<file path="config.mk">
export PLATFORM = sky130hd
export DESIGN_NAME = modbus_rtu_frame_builder_flat
export DESIGN_NICKNAME = d
export VERILOG_FILES = /design/src/hdl/mrfb_pkg.sv /design/src/hdl/mrfb_if.sv /design/src/hdl/mrfb_front.sv /design/src/hdl/mrfb_queue.sv /design/src/hdl/mrfb_back.sv /design/src/hdl/modbus_rtu_frame_builder.sv /design/src/flat_wrapper.sv
export SDC_FILE = /design/constraint.sdc
export NUM_CORES = 1
export LEC_CHECK = 0
export BUFFER_PORTS_ARGS = -buffer_cell sky130_fd_sc_hd__buf_2
export CORE_UTILIZATION = 45
export DETAILED_ROUTE_END_ITERATION = 7
export SLEW_MARGIN = 30
export SYNTH_ARGS = -nofsm -noshare
export SYNTH_HDL_FRONTEND = slang
export SYNTH_SLANG_ARGS = --single-unit
</file>
<file path="constraint.sdc">
create_clock -name clk -period 3.92 [get_ports clk]
set_clock_uncertainty 0.2 [all_clocks]
set_input_delay 0.784 -clock clk [delete_from_list [all_inputs] [get_ports clk]]
set_output_delay 0.784 -clock clk [all_outputs]
set_load 0.01 [all_outputs]
</file>
<file path="src/hdl/mrfb_pkg.sv">
// Shared types, constants and the CRC-16 byte update for the Modbus RTU
// frame builder. No dependencies.
`default_nettype none

package mrfb_pkg;

  // CRC-16/Modbus: preset all ones, reflected polynomial
  localparam logic [15:0] CRC_INIT = 16'hFFFF;
  localparam logic [15:0] CRC_POLY = 16'hA001;

  // Payload bytes at zero-based index MAX_DATA_BYTES or beyond are flagged
  localparam logic [7:0] MAX_DATA_BYTES = 8'd252;
  localparam logic [7:0] COUNT_SAT      = 8'hFF;

  // Default depth of the queue between the front and the back
  localparam int QUEUE_DEPTH_DEF = 2;

  // One classified item, as handed from the front to the back
  typedef struct packed {
    logic       hdr;       // item opens a frame: emit address and function code
    logic [7:0] addr;
    logic [7:0] func;
    logic       has_data;
    logic [7:0] data;
    logic       too_long;  // payload byte past the size limit
    logic       last;      // append the CRC after this item
  } cmd_t;

  // Byte-wise CRC update, LSB first
  function automatic logic [15:0] crc_add(input logic [15:0] crc, input logic [7:0] b);
    logic [15:0] c;
    c = crc ^ {8'h00, b};
    for (int k = 0; k < 8; k++) begin
      if (c[0]) begin
        c = (c >> 1) ^ CRC_POLY;
      end else begin
        c = c >> 1;
      end
    end
    return c;
  endfunction

endpackage

`default_nettype wire

</file>
<file path="src/hdl/mrfb_if.sv">
// Valid/ready channel interfaces for the frame builder: item input and
// frame byte output. No dependencies.
`default_nettype none

interface mrfb_in_if;
  logic       valid;
  logic       ready;
  logic [7:0] slave_address;
  logic [7:0] function_code;
  logic [7:0] data_byte;
  logic       has_data;
  logic       last;

  modport source (output valid, slave_address, function_code, data_byte, has_data, last,
                  input ready);
  modport sink   (input valid, slave_address, function_code, data_byte, has_data, last,
                  output ready);
endinterface

interface mrfb_out_if;
  logic       valid;
  logic       ready;
  logic [7:0] frame_byte;
  logic       end_of_frame;
  logic       too_long;

  modport source (output valid, frame_byte, end_of_frame, too_long, input ready);
  modport sink   (input valid, frame_byte, end_of_frame, too_long, output ready);
endinterface

`default_nettype wire

</file>
<file path="src/hdl/mrfb_front.sv">
// Front end: accepts input words, tracks frame and payload count, and
// classifies each word into a queue entry. Uses mrfb_pkg and mrfb_in_if.
`default_nettype none

module mrfb_front (
  input  wire logic          clk,
  input  wire logic          rst_n,
  mrfb_in_if.sink            in_ch,
  input  wire logic          q_full,
  output      logic          push,
  output      mrfb_pkg::cmd_t push_cmd
);

  logic       in_frame_r, in_frame_nxt;
  logic [7:0] count_r, count_nxt;
  logic [7:0] count_cur;
  logic       accept;

  assign in_ch.ready = !q_full;
  assign accept      = in_ch.valid && in_ch.ready;

  // count seen by this word: a new frame starts from zero
  assign count_cur = in_frame_r ? count_r : 8'd0;

  // classification; an empty middle word yields nothing and is dropped
  always_comb begin
    push_cmd.hdr      = !in_frame_r;
    push_cmd.addr     = in_ch.slave_address;
    push_cmd.func     = in_ch.function_code;
    push_cmd.has_data = in_ch.has_data;
    push_cmd.data     = in_ch.data_byte;
    push_cmd.too_long = in_ch.has_data && (count_cur >= mrfb_pkg::MAX_DATA_BYTES);
    push_cmd.last     = in_ch.last;
    push = accept && (!in_frame_r || in_ch.has_data || in_ch.last);
  end

  // frame state
  always_comb begin
    in_frame_nxt = in_frame_r;
    count_nxt    = count_r;
    if (accept) begin
      if (in_ch.last) begin
        in_frame_nxt = 1'b0;
        count_nxt    = 8'd0;
      end else begin
        in_frame_nxt = 1'b1;
        if (in_ch.has_data && (count_cur != mrfb_pkg::COUNT_SAT)) begin
          count_nxt = count_cur + 8'd1;
        end else begin
          count_nxt = count_cur;
        end
      end
    end
  end

  always_ff @(posedge clk) begin
    if (!rst_n) begin
      in_frame_r <= 1'b0;
      count_r    <= 8'd0;
    end else begin
      in_frame_r <= in_frame_nxt;
      count_r    <= count_nxt;
    end
  end

endmodule

`default_nettype wire

</file>
<file path="src/hdl/mrfb_queue.sv">
// Short FIFO of classified entries between front and back.
// Uses mrfb_pkg.
`default_nettype none

module mrfb_queue #(
  parameter int DEPTH = mrfb_pkg::QUEUE_DEPTH_DEF
) (
  input  wire logic           clk,
  input  wire logic           rst_n,
  input  wire logic           push,
  input  wire mrfb_pkg::cmd_t push_cmd,
  input  wire logic           pop,
  output      logic           full,
  output      logic           not_empty,
  output      mrfb_pkg::cmd_t head
);

  localparam int PTR_W = (DEPTH > 1) ? $clog2(DEPTH) : 1;
  localparam int CNT_W = $clog2(DEPTH + 1);
  localparam logic [PTR_W-1:0] LAST_PTR = PTR_W'(DEPTH - 1);
  localparam logic [CNT_W-1:0] FULL_CNT = CNT_W'(DEPTH);

  mrfb_pkg::cmd_t   mem_r [DEPTH];
  logic [PTR_W-1:0] wr_ptr_r, wr_ptr_nxt;
  logic [PTR_W-1:0] rd_ptr_r, rd_ptr_nxt;
  logic [CNT_W-1:0] cnt_r, cnt_nxt;
  logic             do_push, do_pop;

  assign full      = (cnt_r == FULL_CNT);
  assign not_empty = (cnt_r != '0);
  assign head      = mem_r[rd_ptr_r];
  assign do_push   = push && !full;
  assign do_pop    = pop && not_empty;

  // pointers wrap at the depth
  always_comb begin
    wr_ptr_nxt = wr_ptr_r;
    rd_ptr_nxt = rd_ptr_r;
    cnt_nxt    = cnt_r;
    if (do_push) begin
      wr_ptr_nxt = (wr_ptr_r == LAST_PTR) ? '0 : wr_ptr_r + PTR_W'(1);
    end
    if (do_pop) begin
      rd_ptr_nxt = (rd_ptr_r == LAST_PTR) ? '0 : rd_ptr_r + PTR_W'(1);
    end
    if (do_push && !do_pop) begin
      cnt_nxt = cnt_r + CNT_W'(1);
    end else if (do_pop && !do_push) begin
      cnt_nxt = cnt_r - CNT_W'(1);
    end
  end

  always_ff @(posedge clk) begin
    if (!rst_n) begin
      wr_ptr_r <= '0;
      rd_ptr_r <= '0;
      cnt_r    <= '0;
    end else begin
      wr_ptr_r <= wr_ptr_nxt;
      rd_ptr_r <= rd_ptr_nxt;
      cnt_r    <= cnt_nxt;
    end
  end

  // storage, no reset
  always_ff @(posedge clk) begin
    if (do_push) begin
      mem_r[wr_ptr_r] <= push_cmd;
    end
  end

endmodule

`default_nettype wire

</file>
<file path="src/hdl/mrfb_back.sv">
// Back end: byte sequencer that emits header, payload and CRC bytes into a
// registered output, one per unstalled cycle. Uses mrfb_pkg and mrfb_out_if.
`default_nettype none

module mrfb_back (
  input  wire logic           clk,
  input  wire logic           rst_n,
  input  wire logic           q_not_empty,
  input  wire mrfb_pkg::cmd_t q_head,
  output      logic           pop,
  mrfb_out_if.source          out_ch
);

  typedef enum logic [5:0] {
    ST_IDLE   = 6'b000001,
    ST_ADDR   = 6'b000010,
    ST_FUNC   = 6'b000100,
    ST_DATA   = 6'b001000,
    ST_CRC_LO = 6'b010000,
    ST_CRC_HI = 6'b100000
  } st_t;

  st_t            st_r, st_nxt, st_cont, st_head;
  mrfb_pkg::cmd_t cmd_r, cmd_nxt;
  logic [15:0]    crc_r, crc_nxt;
  logic           out_valid_r, out_valid_nxt;
  logic [7:0]     byte_r, byte_nxt;
  logic           eof_r, eof_nxt;
  logic           tl_r, tl_nxt;
  logic           can_emit, emit, done;

  assign out_ch.valid        = out_valid_r;
  assign out_ch.frame_byte   = byte_r;
  assign out_ch.end_of_frame = eof_r;
  assign out_ch.too_long     = tl_r;

  assign can_emit = !out_valid_r || out_ch.ready;
  assign emit     = can_emit && (st_r != ST_IDLE);

  // first byte of the entry at the queue head
  always_comb begin
    if (q_head.hdr) begin
      st_head = ST_ADDR;
    end else if (q_head.has_data) begin
      st_head = ST_DATA;
    end else begin
      st_head = ST_CRC_LO;
    end
  end

  // byte to emit and the step after it within the current entry
  always_comb begin
    byte_nxt = byte_r;
    eof_nxt  = 1'b0;
    tl_nxt   = 1'b0;
    crc_nxt  = crc_r;
    st_cont  = ST_IDLE;
    unique case (st_r)
      ST_IDLE: begin
        eof_nxt = eof_r;
        tl_nxt  = tl_r;
      end
      ST_ADDR: begin
        byte_nxt = cmd_r.addr;
        crc_nxt  = mrfb_pkg::crc_add(mrfb_pkg::CRC_INIT, cmd_r.addr);
        st_cont  = ST_FUNC;
      end
      ST_FUNC: begin
        byte_nxt = cmd_r.func;
        crc_nxt  = mrfb_pkg::crc_add(crc_r, cmd_r.func);
        st_cont  = cmd_r.has_data ? ST_DATA : (cmd_r.last ? ST_CRC_LO : ST_IDLE);
      end
      ST_DATA: begin
        byte_nxt = cmd_r.data;
        tl_nxt   = cmd_r.too_long;
        crc_nxt  = mrfb_pkg::crc_add(crc_r, cmd_r.data);
        st_cont  = cmd_r.last ? ST_CRC_LO : ST_IDLE;
      end
      ST_CRC_LO: begin
        byte_nxt = crc_r[7:0];
        st_cont  = ST_CRC_HI;
      end
      ST_CRC_HI: begin
        byte_nxt = crc_r[15:8];
        eof_nxt  = 1'b1;
      end
      default: begin
        st_cont = ST_IDLE;
      end
    endcase
  end

  // sequencing: take the next entry when idle or on the entry's last byte
  always_comb begin
    done          = (st_r == ST_IDLE) || (emit && (st_cont == ST_IDLE));
    pop           = q_not_empty && done;
    st_nxt        = st_r;
    cmd_nxt       = cmd_r;
    out_valid_nxt = out_ch.ready ? 1'b0 : out_valid_r;
    if (emit) begin
      out_valid_nxt = 1'b1;
      st_nxt        = st_cont;
    end
    if (pop) begin
      st_nxt  = st_head;
      cmd_nxt = q_head;
    end
  end

  always_ff @(posedge clk) begin
    if (!rst_n) begin
      st_r        <= ST_IDLE;
      out_valid_r <= 1'b0;
    end else begin
      st_r        <= st_nxt;
      out_valid_r <= out_valid_nxt;
    end
  end

  // datapath registers
  always_ff @(posedge clk) begin
    cmd_r <= cmd_nxt;
    if (emit) begin
      crc_r  <= crc_nxt;
      byte_r <= byte_nxt;
      eof_r  <= eof_nxt;
      tl_r   <= tl_nxt;
    end
  end

endmodule

`default_nettype wire

</file>
<file path="src/hdl/modbus_rtu_frame_builder.sv">
// Modbus RTU frame builder, top level: front end, entry queue and byte
// sequencer. Uses mrfb_pkg, mrfb_if, mrfb_front, mrfb_queue and mrfb_back.
//
// Usage
//   in_ch  : one word per handshake. The first word of a frame carries the
//            slave address and function code; any word may carry one payload
//            byte (has_data); the word with last set closes the frame.
//   out_ch : the frame on the wire, one byte per handshake: address, function
//            code, payload bytes, CRC low, CRC high (end_of_frame set).
//            too_long marks payload bytes at index MAX_DATA_BYTES or beyond.
// Timing
//   A word yields 0 to 5 bytes; the sequencer emits one byte per cycle while
//   out_ch is not stalled, and the output port is the limit. An empty middle
//   word is dropped at the input and yields no output byte. Input words are
//   taken one per cycle while the queue (QUEUE_DEPTH entries) has room. The
//   first byte of a word passes through the queue, the sequencer state and
//   the output register before it appears on out_ch.
// Reset and stalls
//   rst_n is synchronous, active low: queue empty, no frame open, out_ch
//   idle. A stall on out_ch holds the output byte; the sequencer stops, the
//   queue fills and then in_ch.ready drops.
`default_nettype none

module modbus_rtu_frame_builder #(
  parameter int QUEUE_DEPTH = mrfb_pkg::QUEUE_DEPTH_DEF
) (
  input  wire logic   clk,
  input  wire logic   rst_n,
  mrfb_in_if.sink     in_ch,
  mrfb_out_if.source  out_ch
);

  logic           push;
  mrfb_pkg::cmd_t push_cmd;
  logic           q_full;
  logic           q_not_empty;
  mrfb_pkg::cmd_t q_head;
  logic           pop;

  mrfb_front u_front (
    .clk      (clk),
    .rst_n    (rst_n),
    .in_ch    (in_ch),
    .q_full   (q_full),
    .push     (push),
    .push_cmd (push_cmd)
  );

  mrfb_queue #(
    .DEPTH (QUEUE_DEPTH)
  ) u_queue (
    .clk       (clk),
    .rst_n     (rst_n),
    .push      (push),
    .push_cmd  (push_cmd),
    .pop       (pop),
    .full      (q_full),
    .not_empty (q_not_empty),
    .head      (q_head)
  );

  mrfb_back u_back (
    .clk         (clk),
    .rst_n       (rst_n),
    .q_not_empty (q_not_empty),
    .q_head      (q_head),
    .pop         (pop),
    .out_ch      (out_ch)
  );

endmodule

`default_nettype wire

</file>
<file path="src/flat_wrapper.sv">
// flat-port wrapper written by rule: the top's interface ports become plain ports
module modbus_rtu_frame_builder_flat 
#(
  parameter int QUEUE_DEPTH = mrfb_pkg::QUEUE_DEPTH_DEF
)
  (clk, rst_n, in_ch_valid, in_ch_slave_address, in_ch_function_code, in_ch_data_byte, in_ch_has_data, in_ch_last, in_ch_ready, out_ch_valid, out_ch_frame_byte, out_ch_end_of_frame, out_ch_too_long, out_ch_ready);
  mrfb_in_if in_ch_i ();
  mrfb_out_if out_ch_i ();
  input  wire logic clk;
  input  wire logic rst_n;
  input wire logic [$bits(in_ch_i.valid)-1:0] in_ch_valid;
  input wire logic [$bits(in_ch_i.slave_address)-1:0] in_ch_slave_address;
  input wire logic [$bits(in_ch_i.function_code)-1:0] in_ch_function_code;
  input wire logic [$bits(in_ch_i.data_byte)-1:0] in_ch_data_byte;
  input wire logic [$bits(in_ch_i.has_data)-1:0] in_ch_has_data;
  input wire logic [$bits(in_ch_i.last)-1:0] in_ch_last;
  output wire logic [$bits(in_ch_i.ready)-1:0] in_ch_ready;
  output wire logic [$bits(out_ch_i.valid)-1:0] out_ch_valid;
  output wire logic [$bits(out_ch_i.frame_byte)-1:0] out_ch_frame_byte;
  output wire logic [$bits(out_ch_i.end_of_frame)-1:0] out_ch_end_of_frame;
  output wire logic [$bits(out_ch_i.too_long)-1:0] out_ch_too_long;
  input wire logic [$bits(out_ch_i.ready)-1:0] out_ch_ready;
  assign in_ch_i.valid = in_ch_valid;
  assign in_ch_i.slave_address = in_ch_slave_address;
  assign in_ch_i.function_code = in_ch_function_code;
  assign in_ch_i.data_byte = in_ch_data_byte;
  assign in_ch_i.has_data = in_ch_has_data;
  assign in_ch_i.last = in_ch_last;
  assign in_ch_ready = in_ch_i.ready;
  assign out_ch_valid = out_ch_i.valid;
  assign out_ch_frame_byte = out_ch_i.frame_byte;
  assign out_ch_end_of_frame = out_ch_i.end_of_frame;
  assign out_ch_too_long = out_ch_i.too_long;
  assign out_ch_i.ready = out_ch_ready;
  modbus_rtu_frame_builder #(.QUEUE_DEPTH(QUEUE_DEPTH)) u_core (.clk(clk), .rst_n(rst_n), .in_ch(in_ch_i), .out_ch(out_ch_i));
endmodule
</file>
## Yosys cells after proc, flatten, opt, wreduce, memory -nomap -nowiden

Memories as Yosys holds them, arrays and structs flattened. A register that Yosys moved wholly into a read port is not among the register bits.
Index checks and enable logic that the tools add are counted.

- Logic and storage cells: 161
- Memory bits (writable): 56
- Memories kept: 1
- Register bits: 73
- Input port bits: 30
- Output and inout port bits: 12

Memory list:

| memory | depth | bits a word | rd ports | clocked after Yosys merged registers in | wr ports | line | text |
|---|---|---|---|---|---|---|---|
| u_core.u_queue.mem_r | 2 | 28 | 1 | 1 | 1 | mrfb_queue.sv:23 | `mrfb_pkg::cmd_t mem_r [DEPTH];` |

- Bitwise logic cells: 28
- Order comparisons: 1
- $add $sub $neg: 5
- Equal/unequal tests: 10
- Mux-type cells: 70
- Reductions and logical operators: 29

Operators by type and width:

| operator | number |
|---|---|
| two-way mux 16 bit | 45 |
| inverter 2 -> 3 bit | 24 |
| one-hot mux 16 bit (3 select lines) | 1 |
| one-hot mux 8 bit (5 select lines) | 1 |
| bitwise XOR 16 x 8 -> 16 bit | 2 |
| two-way mux 6 bit | 4 |
| two-way mux 8 bit | 3 |
| one-hot mux 6 bit (4 select lines) | 1 |
| inverter 8 -> 16 bit | 1 |
| == test 6 x 1 -> 1 bit, second input constant | 2 |
| logical AND 1 bit | 11 |
| two-way mux 5 bit | 2 |
| two-way mux 1 bit | 9 |
| adder 8 x 1 -> 8 bit, second input constant | 1 |
| greater-or-equal comparator 8 bit, second input constant | 1 |
| inequality test 8 bit, second input constant | 1 |
| nonzero test 2 bit | 4 |
| == test 6 x 2 -> 1 bit, second input constant | 1 |
| == test 6 x 3 -> 1 bit, second input constant | 1 |
| == test 6 x 4 -> 1 bit, second input constant | 1 |
| == test 6 x 5 -> 1 bit, second input constant | 1 |
| == test 6 bit, second input constant | 1 |
| inequality test 6 x 1 -> 1 bit, second input constant | 1 |
| AND reduction 2 bit | 3 |
| other kinds (11) | 21 |

## Longest topological paths before layout

Gate-level depths: netlist of the first run.

- Depth in word-level cells: 25
- Depth in mapped cells: 9
- Depth with buffers taken out: 8

## By module

Synthesis of the first run repeated with hierarchy kept, for this count alone.

- Cell total of the unflattened synthesis: 466
- Area total of the unflattened synthesis: 6070.8 um^2

Modules (own cells, without submodules):

| module | area an instance (um^2) | instances | seq. area each (um^2) | cells an instance |
|---|---|---|---|---|
| mrfb_back | 2981.6 | 1 | 1731.7 | 241 |
| mrfb_queue | 2253.4 | 1 | 1781.7 | 112 |
| mrfb_front | 835.8 | 1 | 180.2 | 113 |

## Worst setup path after synthesis of the first run

Ideal clock, no wire load.

- Path kind: input -> register
- Start: input out_ch_ready
- End: register u_core.u_back.cmd_r[0] (netlist name) (enable)
- Buffers on the path: 1
- Setup slack: 0.373 ns
- Setup time: 0.414 ns
- Cell stages on the path: 6
- Required time: 3.306 ns
- Arrival time: 2.933 ns
- Cell sequence: nor2b_1 -> a31o_2 -> buf_2 -> a221o_1 -> o21a_1 -> nor2_1

- Word-level cells in the longest chain between the ends: 5

RTL lines:

| what | line | text |
|---|---|---|
| start: declaration | flat_wrapper.sv:22 | `input wire logic [$bits(out_ch_i.ready)-1:0] out_ch_ready;` |
| logical OR 1 bit | mrfb_back.sv:37 | `assign can_emit = !out_valid_r \|\| out_ch.ready;` |
| logical AND 1 bit | mrfb_back.sv:38 | `assign emit = can_emit && (st_r != ST_IDLE);` |
| logical AND 1 bit | mrfb_back.sv:95 | `done = (st_r == ST_IDLE) \|\| (emit && (st_cont == ST_IDLE));` |
| logical OR 1 bit | mrfb_back.sv:95 |  |
| logical AND 1 bit | mrfb_back.sv:96 | `pop = q_not_empty && done;` |
| via u_core.pop | modbus_rtu_frame_builder.sv:38 | `logic pop;` |
| end signal: assignment | mrfb_back.sv:122 | `cmd_r <= cmd_nxt;` |
| end: declaration | mrfb_back.sv:24 | `mrfb_pkg::cmd_t cmd_r, cmd_nxt;` |

The timed path passes the listed nets, and every way through them passes these cells.
A chain may end at the register's enable or synchronous reset.

## Worst setup path after layout of the first run

- Start: register u_core.u_back.st_r[0]
- End: register u_core.u_back.cmd_r[2] (netlist name) (enable)

- Word-level cells in the longest chain between the ends: 6
- Elaborated cells on any way between the ends: 12
- Those cells by class: eq/ne (7); mux (1); reduce/logical (4)

RTL lines:

| what | line | text |
|---|---|---|
| start: declaration | mrfb_back.sv:23 | `st_t st_r, st_nxt, st_cont, st_head;` |
| start signal: assignment | mrfb_back.sv:115 | `st_r <= st_nxt;` |
| == test 6 x 5 -> 1 bit, or another cell as far along | mrfb_back.sv:58 | `unique case (st_r)` |
| one-hot mux 6 bit (4 select lines) | mrfb_back.sv:58 |  |
| == test 6 x 1 -> 1 bit | mrfb_back.sv:95 |  |
| logical AND 1 bit | mrfb_back.sv:95 |  |
| logical OR 1 bit (*) | mrfb_back.sv:95 |  |
| logical AND 1 bit (*) | mrfb_back.sv:96 |  |
| via u_core.pop | modbus_rtu_frame_builder.sv:38 |  |

Mark *: on every way through the listed nets, which the timed path passes. The rest lies on a longest branch.

==> flow_summary.ini, run 1 <==
[final_layout]
layout_commonest_cell = edfxtp_1
finalNetCount = 511
finished_core_util_pct = 54.2
area_growth_pct = 17.4
stdcell_count = 665
post_route_cells_drive_above_1_share_pct = 23.5
mostFrequentLayoutCells = edfxtp_1, buf_2, xnor2_1
diodes = 0

[worst_setup_path]
worst_setup_path_end_kind = flop
crit_type = flop to flop
crit_slowest_cell = nor2_2
cp_max_fo = 19
critPathLaunchType = flop
r2r_setup_slack_ps = 920
rr_endpoint = u_core.u_back.cmd_r[2]
cpPeakStageDelay_ps = 500
timing.critical_path.cells = nor4_2 -> and3b_1 -> a221o_1 -> o21a_1 -> nor2_2 -> buf_12
r2r.worst_path.cells = 6
worstPathArrival_ps = 2930
r2r-start = u_core.u_back.st_r[0]
critPathRequiredTime_ps = 3840

[logic_synthesis]
avgSynthCellArea_um2 = 13.5
synth_edf_count = 109
ys_warn_count = 0
synth_top_flop_cell = edfxtp_1
synth_seq_cells = 130
synthesis.nets = 464
cell_types_with_the_largest_area_share_after_synthesis = edfxtp_1, dfxtp_1, mux2_2
synth_cell_types = 57
async_set_or_reset_flop_fraction_in_the_synthesized_netlist_pct = 0
synth_top_area_share_pct = 56.2
syn-cell-area_um2 = 5830
synth_largest_area_cell = edfxtp_1
synthesis.instances = 433
synth_seq_area_share_pct = 63.4

[power]
power_per_cell_area_nw_per_um2 = 755
total_power_w = 0.00516
total_leakage_power_nw = 2.32
maximum_vdd_ir_drop_mv = 0.310

[cts]
cts_inserted_buffers = 17
postCtsHoldBufs = 0
ctsLongestPathBuffers = 2
root_buf_cell = clkbuf_16
clkTransAtPathRegs_ps = 60
cts_htree_levels = 4
clock_latency_ps = 420
number_of_cells_upsized_or_downsized_after_cts = 0
cts.sinks = 130
tritoncts = built
cts_post_setup_buffers_inserted = 0

[sta]
timing.final.crit_share_pct = 76.6
slew_headroom_pct = 44.9
final-setup-viol-count = 0
finalHoldViolations = 0
max_clock_freq_mhz = 333
final_critical_path_time_including_i_o_delays_and_setup_ps = 3000
setup_repair_after_global_routing_missed_its_margin = false
number_of_max_slew_violations_in_the_final_report = 0
setup-tns-final_ps = 0
transition_time_of_the_tightest_slew_check_pin_ps = 825

[worst_hold_path]
hold_wc_startpoint = u_core.u_front.count_r[1]
timing.hold.worst.class = flop to flop
hold_path_depth = 2
min_delay_worst_endpoint = u_core.u_front.count_r[1]

[run_status]
status = finished clean

[floorplan]
core_area_um2 = 12600
count_of_standard_cell_rows = 41
initial_utilization_pct = 46.2
die_y_um = 116
fp.dieArea_um2 = 13400
die-width_um = 116
io_pins = 42

[grt]
gr-usage-all-layers_pct = 19.4
first_global_vias = 3524
use_met3_pct = 4.45
antenna_found_initial = 0
maximum_number_of_pins_on_one_net_before_global_route_repair = 20
globalRouteMet2Util_pct = 28.5
grt.busiest_layer = met2
grt_first_pass_wirelength_um = 19000
grt_overflow_total = 0
met1_resource_use_gr_pct = 27.5

[routing]
detail_route.drc_violations = 0
route.final.wire_length_um = 11800
ant_nets = 0
drt-pass1-iter-count = 5
detail_route.wl_per_cell_um = 17.7
initialDrtViolationCount = 276
detail_routed_via_count_per_cell = 5.51
dr_total_vias = 3667

[run]
maxCapViolCount = 0

[placed_design]
dp.final_hpwl_um = 8090
place.detailed.instances = 633
gp_routability_congestion = 0.835
buffer_ports.inserted = 41
registers in the layout, summed over array words and instances (netlist names), named ones only:
| register | flops |
|---|---|
| u_core.u_queue.mem_r | 56 |
| u_core.u_back.cmd_r | 27 |
| u_core.u_back.crc_r | 16 |
| u_core.u_back.out_ch.frame_byte | 8 |
| u_core.u_front.count_r | 8 |
| u_core.u_back.st_r | 6 |
| u_core.u_queue.cnt_r | 2 |
| u_core.u_back.out_ch.end_of_frame | 1 |
| u_core.u_back.out_ch.too_long | 1 |
| u_core.u_back.out_ch.valid | 1 |
| u_core.u_front.in_frame_r | 1 |
| u_core.u_queue.rd_ptr_r | 1 |
| u_core.u_queue.wr_ptr_r | 1 |
cell type report:
| class | instances | area [um^2] |
|---|---|---|
| sequential | 130 | 3690 |
| clock inverter | 14 | 156 |
| timing repair buffer | 48 | 295 |
| clock buffer | 18 | 429 |
| tap | 172 | 215 |
| inverter | 6 | 22.5 |
| fill | 1090 | 5780 |
| multi-input combinational | 277 | 2030 |
cell usage after synthesis, drive strengths merged (3+ instances only):
| cell | count |
|---|---|
| clkbuf | 11 |
| nand4b | 3 |
| mux2 | 27 |
| nand2b | 9 |
| nor3b | 3 |
| xnor3 | 3 |
| nand4 | 3 |
| a22oi | 23 |
| xnor2 | 33 |
| and3 | 4 |
| nand3 | 3 |
| dfxtp | 21 |
| inv | 5 |
| o221ai | 6 |
| a31oi | 13 |
| nor4 | 3 |
| nor3 | 6 |
| edfxtp | 109 |
| buf | 9 |
| nand2 | 22 |
| and2 | 6 |
| mux2i | 3 |
| a21oi | 16 |
| nor2 | 28 |
| xor2 | 20 |
| o21ai | 19 |
worst max-delay path by stage:
| stage | startpoint | to | slack [ps] | cells after the start |
|---|---|---|---|---|
| after floorplan | out_ch_ready | u_core.u_back.cmd_r[0] | 370 | 6 |
| after global placement | out_ch_ready | u_core.u_back.cmd_r[5] | 940 | 7 |
| after detailed placement | out_ch_ready | u_core.u_back.cmd_r[5] | 870 | 7 |
| after CTS | u_core.u_back.st_r[0] | u_core.u_back.cmd_r[16] | 920 | 6 |
| after global routing | u_core.u_back.st_r[0] | u_core.u_back.cmd_r[0] | 690 | 6 |
| final | u_core.u_back.st_r[0] | u_core.u_back.cmd_r[2] | 920 | 6 |
cells by family (layout without fill, tap and decap cells):
| group | after synthesis | count (layout) | share of synthesized area [%] |
|---|---|---|---|
| XOR/XNOR | 56 | 56 | 9.28 |
| AND/OR/NAND/NOR | 101 | 101 | 9.24 |
| multiplexers | 30 | 30 | 5.73 |
| AO/OA/AOI/OAI | 89 | 89 | 10.2 |
| buffers and inverters | 26 | 86 | 1.89 |
| adder cells (fa/ha/maj) | 1 | 1 | 0.215 |
| flip-flops | 130 | 130 | 63.4 |
power by group:
group / internal (W) / switching, W / total (W) / leakage, nW
clock: 0.000943 / 0.000598 / 0.00154 / 0.274
sequential: 0.00187 / 0.000219 / 0.00209 / 1.18
combinational: 0.000739 / 0.000793 / 0.00153 / 0.870
total: 0.00355 / 0.00161 / 0.00516 / 2.32
worst max-delay path, delay by kind of cell, from the launching register on:
kind / cells / cell delay [ps]
buffers and inverters: 1 / 240
AO/OA/AOI/OAI: 2 / 720
flip-flops: 1 / 460
AND/OR/NAND/NOR: 3 / 1070
routing by layer:
layer / vias to the layer above / wire [um]
met5: - / 0
met4: 0 / 189
met1: 1793 / 5560
met2: 115 / 5450
met3: 19 / 571
li1: 1740 / -
stage by stage:
step	setup slack (ps)	hold WS [ps]	area, um^2
final	917	302	6840
after detailed placement	866	293	6250
after global placement	943	263	6250
after global routing	694	325	6840
after CTS	917	305	6840
after floorplan	373	246	5830
No activity file was read; power rests on OpenSTA's default activity.
==> inputs of run 2 (changes only) <==
==> constraint.sdc (replaced) <==
create_clock -name clk -period 3.1 [get_ports clk]
set_clock_uncertainty 0.2 [all_clocks]
set_input_delay 0.62 -clock clk [delete_from_list [all_inputs] [get_ports clk]]
set_output_delay 0.62 -clock clk [all_outputs]
set_load 0.01 [all_outputs]
==> run 2 against run 1 <==
Against the previous run:
- final area is 0.31% higher
- register-to-register slack worse by 420 ps
- non-clock buffer count rose by 6
- die area unchanged
- power increased by 27%
- sequential power increased by 25%
==> flow_summary.ini, run 2 (same netlist as run 1, synthesis figures left out) <==
[worst_setup_path]
critPathLaunchType = flop
crit_type = flop to flop
r2r.worst_path.cells = 6
worstPathArrival_ps = 2570
worst_setup_path_end_kind = flop
critPathRequiredTime_ps = 3070
cp_max_fo = 3

[power]
power.clock.fraction_pct = 30.6
power_per_cell_area_nw_per_um2 = 959
power.sequential.fraction_pct = 39.9
power.switching_fraction_pct = 29.9
total_leakage_power_nw = 2.36
comb_power_share_pct = 29.5
net-switching-power_w = 0.00197
internal_power_w = 0.00461
maximum_vdd_ir_drop_mv = 0.407

[final_layout]
regMostFlops = u_core.u_queue.mem_r
fill_cells = 1096
layout_commonest_cell = edfxtp_1
largest_register_ff_count = 56
post_route_cells_drive_above_1_share_pct = 23.4
diodes = 0
multiInputGateArea_um2 = 2030
largest_registers_ranked_by_flip_flop_count = u_core.u_queue.mem_r: 56 flops, u_core.u_back.cmd_r: 27 flops, u_core.u_back.crc_r: 16 flops
stdcell_count = 671
register_area_um2 = 3690
area_growth_pct = 17.8
mostFrequentLayoutCells = edfxtp_1, buf_2, xnor2_1
finalNetCount = 517

[routing]
detail_route.wl_per_cell_um = 17.8
detail_route.drc_violations = 0
met2RoutedLength_um = 5870
wl_met1_um = 5270
drt-pass1-iter-count = 5
initialDrtViolationCount = 220
detail_routed_via_count_per_cell = 5.53
dr.max_layer_used = met4
route.final.wire_length_um = 11900
ant_nets = 0
detailroute.wirelength.met3_um = 567
dr_total_vias = 3709

[sta]
transition_time_of_the_tightest_slew_check_pin_ps = 611
setup_repair_after_global_routing_missed_its_margin = false
final_critical_path_time_including_i_o_delays_and_setup_ps = 2600
max_clock_freq_mhz = 385
number_of_max_slew_violations_in_the_final_report = 0
timing.final.crit_share_pct = 83.8
setup-tns-final_ps = 0
finalHoldViolations = 0
final-setup-viol-count = 0
slew_headroom_pct = 59.2

[floorplan]
die-width_um = 116
io_pins = 42
count_of_standard_cell_rows = 41
fp.dieArea_um2 = 13400
die_y_um = 116
initial_utilization_pct = 46.2
core_area_um2 = 12600

[cts]
cts_post_setup_buffers_inserted = 0
root_buf_cell = clkbuf_16
clkTransAtPathRegs_ps = 50
tritoncts = built
postCtsHoldBufs = 0
number_of_cells_upsized_or_downsized_after_cts = 0
cts_inserted_buffers = 17
ctsLongestPathBuffers = 2
cts_htree_levels = 4
cts.sinks = 130
clock_latency_ps = 410

[grt]
first_global_vias = 3529
maximum_number_of_pins_on_one_net_before_global_route_repair = 20
grt_first_pass_wirelength_um = 18800
gr-usage-all-layers_pct = 19.5
grt_overflow_total = 0
antenna_found_initial = 0

[worst_hold_path]
timing.hold.worst.class = primary input to flop
hold_path_depth = 1

[run]
maxCapViolCount = 0

[run_status]
status = finished clean

[placed_design]
place.detailed.instances = 639
gp_routability_congestion = 0.843
buffer_ports.inserted = 41
dp.final_hpwl_um = 8100
run 2: worst paths after layout:
kind / slack [ps] / to / start
max reg2reg: 500 / u_core.u_back.crc_r[0] / u_core.u_back.crc_r[1]
max: 500 / u_core.u_back.crc_r[0] / u_core.u_back.crc_r[1]
min: 190 / u_core.u_queue.mem_r[0][14] / in_ch_function_code[3]
min reg2reg: 290 / u_core.u_front.count_r[1] / u_core.u_front.count_r[1]
run 2: cell type report:
| class | instances | share of cell area [%] |
|---|---|---|
| Timing Repair Buffer | 54 | 4.41 |
| Multi-Input combinational cell | 277 | 29.5 |
| Tap cell | 172 | 3.14 |
| Inverter | 6 | 0.328 |
| Clock inverter | 13 | 2.43 |
| Sequential cell | 130 | 53.8 |
| Clock buffer | 19 | 6.31 |
run 2: worst max-delay path: stages (launching register included):
cell	delay, ps
edfxtp_1	450
xor2_1	300
xnor2_1	210
xnor3_1	490
xor2_1	190
a211o_1	310
a22o_1	200
run 2: per-stage QoR:
stage	util (%)	total power [W]	hold WS (ps)	cell area, um^2	setup slack (ps)
2_1_floorplan	-	0.00409	246	5830	96.8
6_report	54.4	0.00658	193	6860	501
5_1_grt	54.4	0.00690	178	6860	347
4_1_cts	54.4	0.00663	175	6860	504
3_3_place_gp	49.6	0.00456	266	6260	558
3_5_place_dp	49.6	0.00459	287	6260	521
run 2: power by group through the flow:
stage                     logic (W)  clock network (W)  registers, W
after floorplan             0.00155                  0       0.00255
after global placement      0.00190                  0       0.00265
after detailed placement    0.00192                  0       0.00266
after CTS                   0.00194            0.00206       0.00263
after global routing        0.00211            0.00213       0.00267
final                       0.00194            0.00202       0.00262
run 2: layer usage:
metal	GRT usage [%]	up-vias
met1	25.6	1833
met2	30.9	109
li1	-	1751
met5	0	-
met3	4.55	16
met4	8.80	0
